**config.mk**
```make
export PLATFORM = sky130hd
export DESIGN_NAME = sfcw_front
export DESIGN_NICKNAME = d
export VERILOG_FILES = /design/src/rtl/sfcw_pkg.sv /design/src/rtl/sfcw_front.sv
export SDC_FILE = /design/constraint.sdc
export NUM_CORES = 1
export LEC_CHECK = 0
export BUFFER_PORTS_ARGS = -buffer_cell sky130_fd_sc_hd__buf_4
export CORE_ASPECT_RATIO = 0.8
export CORE_UTILIZATION = 47
export CTS_CLUSTER_SIZE = 8
export DETAILED_ROUTE_END_ITERATION = 8
export GPL_TIMING_DRIVEN = 0
export PLACE_DENSITY_LB_ADDON = 0.3
export SLEW_MARGIN = 20
export SYNTH_ARGS = -nofsm -noshare
export SYNTH_HDL_FRONTEND = slang
export SYNTH_SLANG_ARGS = --single-unit
```
**constraint.sdc**
```tcl
create_clock -name i_clk -period 5.73 [get_ports i_clk]
set_input_delay 1.4325 -clock i_clk [delete_from_list [all_inputs] [get_ports i_clk]]
set_output_delay 1.4325 -clock i_clk [all_outputs]
set_load 0.01 [all_outputs]
```
**src/rtl/sfcw_pkg.sv**
```systemverilog
// Package for the stereo FIR convolver: shared widths, register and request codes and
// the front-to-back queue entry type. No dependencies.
package sfcw_pkg;

    localparam int DEF_MAX_TAPS = 4096;
    localparam int CFG_IDX_W    = 2;
    localparam int CFG_DATA_W   = 16;
    localparam int SMP_W        = 16;
    localparam int TAP_W        = 18;
    localparam int TIDX_W       = 12;
    localparam int TCNT_W       = 13;
    localparam int GAIN_W       = 16;

    localparam logic [CFG_IDX_W-1:0] REG_TAP_COUNT = 2'd0;
    localparam logic [CFG_IDX_W-1:0] REG_WET_GAIN  = 2'd1;
    localparam logic [CFG_IDX_W-1:0] REG_WIDTH     = 2'd2;
    localparam logic [CFG_IDX_W-1:0] REG_MIX       = 2'd3;

    localparam logic REQ_SAMPLE = 1'b0;
    localparam logic REQ_TAP    = 1'b1;

    typedef struct packed {
        logic                     is_tap;
        logic signed [SMP_W-1:0]  left_sample;
        logic signed [SMP_W-1:0]  right_sample;
        logic [TIDX_W-1:0]        tap_index;
        logic signed [TAP_W-1:0]  tap_left;
        logic signed [TAP_W-1:0]  tap_right;
    } t_cmd;

endpackage

```
**src/rtl/sfcw_front.sv**
```systemverilog
// Front end: accepts transfers, drops out-of-range tap writes, and holds
// classified commands in a two-entry queue. Depends on sfcw_pkg.
module sfcw_front
    import sfcw_pkg::*;
#(
    parameter int MAX_TAPS = DEF_MAX_TAPS
) (
    input  logic                    i_clk,
    input  logic                    i_rst_n,
    input  logic                    i_valid,
    output logic                    o_stall,
    input  logic                    i_req_type,
    input  logic signed [SMP_W-1:0] i_left_sample,
    input  logic signed [SMP_W-1:0] i_right_sample,
    input  logic [TIDX_W-1:0]       i_tap_index,
    input  logic signed [TAP_W-1:0] i_tap_left,
    input  logic signed [TAP_W-1:0] i_tap_right,
    output logic                    o_cmd_valid,
    output t_cmd                    o_cmd,
    input  logic                    i_cmd_take
);
    t_cmd       r_q [2];
    logic       r_wp, r_rp;
    logic [1:0] r_cnt;
    logic       w_acc, w_keep;
    t_cmd       w_cmd;

    assign o_stall     = (r_cnt == 2'd2);
    assign w_acc       = i_valid && !o_stall;
    // Tap writes beyond the tap memory are dropped here.
    assign w_keep      = (i_req_type == REQ_SAMPLE) ||
                         ({20'd0, i_tap_index} < 32'(MAX_TAPS));
    assign o_cmd_valid = (r_cnt != 2'd0);
    assign o_cmd       = r_q[r_rp];

    always_comb begin
        w_cmd.is_tap       = (i_req_type == REQ_TAP);
        w_cmd.left_sample  = i_left_sample;
        w_cmd.right_sample = i_right_sample;
        w_cmd.tap_index    = i_tap_index;
        w_cmd.tap_left     = i_tap_left;
        w_cmd.tap_right    = i_tap_right;
    end

    always_ff @(posedge i_clk) begin
        if (w_acc && w_keep) begin
            r_q[r_wp] <= w_cmd;
        end
        if (!i_rst_n) begin
            r_wp  <= 1'b0;
            r_rp  <= 1'b0;
            r_cnt <= 2'd0;
        end else begin
            if (w_acc && w_keep) r_wp <= ~r_wp;
            if (i_cmd_take) r_rp <= ~r_rp;
            r_cnt <= r_cnt + 2'((w_acc && w_keep) ? 1 : 0) - 2'(i_cmd_take ? 1 : 0);
        end
    end

    a_no_underflow: assert property (@(posedge i_clk) disable iff (!i_rst_n)
        i_cmd_take |-> o_cmd_valid) else $error("queue read while empty");
    a_cnt_range: assert property (@(posedge i_clk) disable iff (!i_rst_n)
        r_cnt != 2'd3) else $error("queue count out of range");
    a_full_stalls: assert property (@(posedge i_clk) disable iff (!i_rst_n)
        (r_cnt == 2'd2) |-> o_stall) else $error("full queue not stalling");
endmodule

```
Word level (Yosys, flattened, before mapping) --
Memory sizes are Yosys's and may differ from the RTL's. A register that Yosys moved wholly into a read port is not among the register bits. Cells that the tools add are included.
Storage, ports and cells: output and inout bits 83, word-level logic and storage cells 18, input port bits 85, bits in writable memories 162, memories 1, register bits after elaboration 4
Memories:
- r_q | words 2, bits a word 81, read ports 1, clocked after memory_dff 1, wr ports 1, RTL line sfcw_front.sv:22 | t_cmd r_q [2];
Cells by class: equality and inequality tests 1, muxes and demuxes 6, reduce and logical (&&, ||, !) cells 3, bitwise logic cells 2, add/subtract/negate cells 2
Operator list (number):
- 2-to-1 mux 1 bit | 6
- adder 2 x 1 -> 2 bit | 1
- equality test 2 bit (second input constant) | 1
- inverter 1 bit | 2
- nonzero test 2 bit | 1
- subtractor 2 x 1 -> 2 bit | 1
- logical AND 1 bit | 1
- zero test 1 bit | 1

Longest topological paths before layout --
Gate-level depths: netlist of run 1.
word-level depth 6, mapped depth 8, depth with buffers taken out 8

Worst setup path after synthesis of run 1 --
OpenSTA, ideal clock, no wires.
path kind input port to flip-flop, from input port i_valid, to memory r_q[0][0] in the netlist's numbering (enable), path slack 0.305 ns, cell stages on the path 2, required time 5.209 ns, path buffers 0, setup time 0.521 ns, data arrival time 4.904 ns, cell sequence nand2_1 > nor2_1
On the way: cells in the longest elaborated chain, start to end 3
RTL lines:
- start: declaration | RTL line sfcw_front.sv:10 | input logic i_valid,
- logical AND 1 bit | RTL line sfcw_front.sv:29 | assign w_acc = i_valid && !o_stall;
- 2-to-1 mux 1 bit | RTL line sfcw_front.sv:46 | if (w_acc && w_keep) begin
- 2-to-1 mux 1 bit (not written as such) | RTL line sfcw_front.sv:47 | r_q[r_wp] <= w_cmd;
- end: declaration | RTL line sfcw_front.sv:22
No other way between the ends.

==> results of run 1 <==
[kinds of logic (layout without fill, tap and decap cells)]
| logic type | count (synthesis) | in the layout |
|---|---|---|
| and+or+nand+nor | 11 | 11 |
| adders and majority gates | 2 | 2 |
| muxes | 82 | 82 |
| xor gates and xnor gates | 3 | 3 |
| DFF | 167 | 167 |
| buffers and inverters | 12 | 215 |
[worst register-to-register path: cells and delay by family (launching register included)]
kind,cells,cell delay [ns]
DFF,1,0.34
buffers and inverters,2,0.44
and+or+nand+nor,3,0.80
[routing by layer]
layer / GRT usage / wire (um) / part of all wire
met1: 0.192 / 4460 / 0.41
met4: 0.0584 / 129 / 0.012
met2: 0.252 / 5080 / 0.47
met3: 0.0851 / 1180 / 0.11
met5: 0 / 0 / 0
[power by group through the flow]
| stage | logic, mW | registers (mW) | clock network (mW) |
|---|---|---|---|
| after floorplan | 0.389 | 1.62 | 0 |
| after global routing | 0.756 | 1.61 | 1.18 |
| after global placement | 0.664 | 1.64 | 0 |
| final | 0.704 | 1.59 | 1.10 |
| after detailed placement | 0.715 | 1.62 | 0 |
| after CTS | 0.719 | 1.59 | 1.13 |
[sequential cells by signal, indices dropped and copies added, names as in the netlist, named ones only]
signal / flops
r_q: 162
r_cnt: 2
r_wp: 1
r_rp: 1
[cells in the final DEF (no fill, tap or decap), types with 2 or more instances in the layout]
cell        Yosys  layout
nand2_1         2       2
buf_12          8      11
clkinvlp_4      0       2
clkbuf_16       0      17
nor2_1          4       3
xnor2_1         2       2
mux2_4         80      80
inv_1           3       3
buf_4           0     167
clkbuf_1        0       4
ha_1            2       2
dfxtp_1         5       5
clkinv_1        0       3
edfxtp_1      162     162
clkinv_2        0       3
nand2b_1        2       2
bufinv_16       0       3
[cell type report]
cell class              instances  share of cell area
plain buffers                   9              0.0199
clock buffers                  21              0.0511
clock inverters                11              0.0152
inverters                       3             0.00131
multi-input cells              98               0.155
flip-flops and latches        167               0.576
well taps                     175              0.0254
repair buffers                171               0.156
[Yosys cell counts]
cell type  number
nor2_1          4
mux2_4         80
xnor2_1         2
dfxtp_1         5
and3_1          1
nand2b_1        2
buf_6           1
xor2_1          1
edfxtp_1      162
buf_12          8
and2_1          1
mux2i_1         1
inv_1           3
nand2_1         2
mux2_2          1
ha_1            2
or2_2           1
[through the flow]
stage	hold WS, ns	std cells	util
after floorplan	0.455	277	-
after global placement	0.463	619	0.604
after detailed placement	0.519	623	0.612
after CTS	0.539	655	0.656
after global routing	0.569	655	0.656
final	0.539	655	0.656
[worst paths after layout]
| kind | slack (ns) | cells after the start | endpoint |
|---|---|---|---|
| max reg2reg | 3.83 | 5 | r_q[0][61]$_DFFE_PP_ |
| max | 2.70 | 4 | o_cmd[27] |
| min reg2reg | 0.54 | 2 | r_wp$_SDFFE_PN0P_ |
| min | 0.54 | 2 | r_wp$_SDFFE_PN0P_ |
==> run metrics, run 1 <==
outcome=complete, no violations; CTS tree=built; post-synthesis adder-cell area fraction=0.00386; die width=133 um; Max Cap Viol=0; Site Rows=37; Slew @ Worst Pin=0.561 ns; startpoint types=flip-flop; VDD IR max=0.284 mV; Routed Antenna Nets=0; PortBufs=167; RSZ-0062 raised after global routing=false; DPL Wire Length=7270 um; number of diodes=0; sequential share of power=0.469; HP Class=reg -> reg; Slew HR=0.625; net switching power=774 uW; first-pass GRT wire length=16,800 um; Post-Synthesis Cells=277; Die Y=107 um; H-tree Lvls=4; final setup vio count=0; YS warnings=0; worst-path fanout max=10; P per Cell Area=394 mW/mm2; Critical R2R Launch=r_cnt[0]$_SDFF_PN0_; period utilization=0.528; core footprint=0.0131 mm2; crit path cell chain=buf_6 > buf_12 > mux2_4 > buf_4; CP peak stage delay=0.32 ns; routed length per instance=16.6 um; initial core utilization=0.492; CTS clk-pin slew, worst paths=0.06 ns; clk_lat worst skew=0.41 ns; CP top delay family=buffers and inverters; # nets final=554; final setup skew=0.00430 ns; post-synthesis mux area share=0.189; Simple-Gate Fraction of Synth Area=0.00831; post-CTS setup buffer count=0; post-place setup slack=2.80 ns; GRT Overall Usage=0.162; register area=0.00496 mm2; area leader, netlist=edfxtp_1; routed wire length=10,800 um; setup_tns=0 ns; die footprint=0.0143 mm2; Cell Area, Placed=0.00805 mm2; synth unique cells=17; clk sinks=167; vias in the first global route=3,348; Vias=3,129; post-route cell area=0.00862 mm2; multi-input gate area in the final layout=0.00134 mm2; Ports=168; HP Start=r_wp$_SDFFE_PN0P_; combinational family with the most area after synthesis=multiplexers; final worst path period need=3.03 ns; post-CTS sizing=0; antenna violations before repair=0; layout cells sized above 1=0.602; xor-xnor portion of the synthesized cell area=0.00406; # DRC=0; Final Max Slew Viols=0; sw frac=0.228; Worst EP required=4.30 ns; initial drt markers=176; Critical Path Sink Type=output pin; final worst slack=2.70 ns; Root Buffer Master=clkbuf_16; number of buffers created by CTS=17; Hold-fix buffers, CTS=0; sequential area share after synthesis=0.767; maximum root-to-sink buffer count=2; final hold viol count=0; synth top area cells=edfxtp_1, mux2_4, buf_12, dfxtp_1, ha_1; detailed-router iteration count before antenna repair=4; largest net degree at the start of global routing=44; Post-Syn Area=0.00647 mm2; Power Total=3.40 mW; Setup Crit Path Kind=reg -> out; critical path arrival=1.59 ns; power share of the clock group=0.324; share of the synthesized area in the top cell type=0.751; vias per cell=4.78; Cell Int Power=2.62 mW; max frequency=330 MHz; Logic pwr share=0.207; CP Buf/Inv Count=3; Post-Syn Nets=364; Avg Cell Area, Syn=23.4 um2; post-synthesis compound-gate area fraction=0; Placer Congestion=0.671; Crit-path slowest cell=dfxtp_1; Syn-to-layout area delta=33.1%; GR Overflow Total=0; Fillers=937; Yosys reg bits=167; Static Leakage=3.43 nW
Power figures use the tool's default switching activity.
==> inputs of run 2 (changes only) <==
==> constraint.sdc (replaced) <==
create_clock -name i_clk -period 2.55 [get_ports i_clk]
set_input_delay 0.6375 -clock i_clk [delete_from_list [all_inputs] [get_ports i_clk]]
set_output_delay 0.6375 -clock i_clk [all_outputs]
set_load 0.01 [all_outputs]
==> run 2 against run 1 <==
Effect of this change:
- wire length is 2.5% higher
- register-to-register slack worse by 3.2 ns
- sequential power is 130% higher
- count of clock-buffer cells in the layout is 2 lower
- critical endpoint is now o_cmd[29]
- largest cell class unchanged
- largest power group unchanged
==> run metrics, run 2 (synthesis gave the netlist of run 1 again) <==
outcome=complete, no violations; commonest non-fill, non-tap cell in the layout=buf_4; Vias=3,156; number of buffers created by CTS=17; GRT Overall Usage=0.160; die width=133 um; die footprint=0.0143 mm2; DPL Wire Length=7500 um; Util after Layout=0.650; Slew HR=0.617; Final Max Slew Viols=0; net switching power=1.76 mW; crit path cell chain=buf_6 > buf_12 > mux2_4 > buf_4; Setup Crit Path Kind=reg -> out; Logic pwr share=0.216; most frequent cells in the layout=buf_4, edfxtp_1, mux2_4; Die Y=107 um; final setup skew=0.00578 ns; post-route cell area=0.00855 mm2; Critical R2R Launch=r_cnt[0]$_SDFF_PN0_; Placer Congestion=0.704; worst r2r dst=r_q[0][49]$_DFFE_PP_; number of diodes=0; RSZ-0062 raised after global routing=false; final worst path period need=2.25 ns; PortBufs=167; initial drt markers=152; final hold viol count=0; power share of the clock group=0.297; antenna violations before repair=0; r2r worst-path depth=5; routed length per instance=17.0 um; biggest regs=r_q (162), r_cnt (2); vias in the first global route=3,332; max FFs per register=162; HP Class=in -> reg; detailed-router iteration count before antenna repair=4; GR Overflow Total=0; max frequency=445 MHz; Crit-path slowest cell=dfxtp_1; clk sinks=167; CTS tree=built; sequential share of power=0.487; first-pass GRT wire length=16,800 um; Syn-to-layout area delta=32.1%; initial core utilization=0.492; CTS clk-pin slew, worst paths=0.06 ns; post-CTS sizing=0; period utilization=0.882; Top reg by flops=r_q; Site Rows=37; core footprint=0.0131 mm2; R2R Setup Slk=0.68 ns; Critical Path Sink Type=output pin; Hold-fix buffers, CTS=0; Worst EP required=1.91 ns; largest net degree at the start of global routing=45; startpoint types=flip-flop; Cell Area, Placed=0.00806 mm2; Slew @ Worst Pin=0.575 ns; final setup vio count=0; Cell Int Power=5.58 mW; # nets final=554; CP Buf/Inv Count=3; hold path cells=1; Fillers=942; H-tree Lvls=4; routed wire length=11,100 um; post-CTS setup buffer count=0; CP peak stage delay=0.32 ns; Hold WS=0.408 ns; clk_lat worst skew=0.41 ns; VDD IR max=0.721 mV; HP Start=i_tap_right[11]; # DRC=0; maximum root-to-sink buffer count=2; layout cells sized above 1=0.601; CP top delay family=buffers and inverters; Routed Antenna Nets=0; vias per cell=4.83; worst-path fanout max=10; Max Cap Viol=0; Hold Crit Endpoint=r_q[0][11]$_DFFE_PP_; P per Cell Area=859 mW/mm2; Root Buffer Master=clkbuf_16; Ports=168; critical path arrival=1.61 ns; Static Leakage=3.39 nW; sw frac=0.240
-- run 2: cell type report --
cell class / count / area (um2) / area share
buffer: 9 / 171 / 0.0200
clock buffer: 19 / 433 / 0.0506
clock inverter: 12 / 63.8 / 0.00746
inverter: 3 / 11.3 / 0.00132
multi-input combinational: 98 / 1340 / 0.157
sequential: 167 / 4960 / 0.581
tap: 175 / 219 / 0.0256
timing repair buffer: 171 / 1350 / 0.158
-- run 2: stage by stage --
step	total power, mW	worst slack, ns	cells	TNS (ns)
after floorplan	4.50	0.172	277	0
after global placement	5.14	-0.572	619	-59.16
after detailed placement	5.25	0.442	623	0
after CTS	7.43	0.258	654	0
after global routing	7.63	0.231	654	0
final	7.35	0.301	654	0
-- run 2: worst max-delay path by stage --
stage,endpoint,slack [ns],depth (start not counted)
CTS,o_cmd[28],0.26,4
floorplan,r_q[0][0]$_DFFE_PP_,0.17,2
detailed placement,r_q[0][61]$_DFFE_PP_,0.44,5
global placement,r_q[0][64]$_DFFE_PP_,-0.57,3
finish,o_cmd[29],0.30,4
global route,o_cmd[28],0.23,4
-- run 2: power groups by stage --
stage          registers [mW]  clock network, mW  logic [mW]
3_5_place_dp             3.64                  0        1.61
5_1_grt                  3.61               2.33        1.70
3_3_place_gp             3.64                  0        1.50
4_1_cts                  3.59               2.23        1.62
2_1_floorplan            3.62                  0       0.879
6_report                 3.58               2.18        1.59
-- run 2: metal layers --
layer	up-vias	routed length, um	track usage
met2	119	5310	0.251
met3	8	1110	0.0804
met1	1566	4620	0.192
met5	-	0	0
li1	1463	-	-
met4	0	83	0.0560
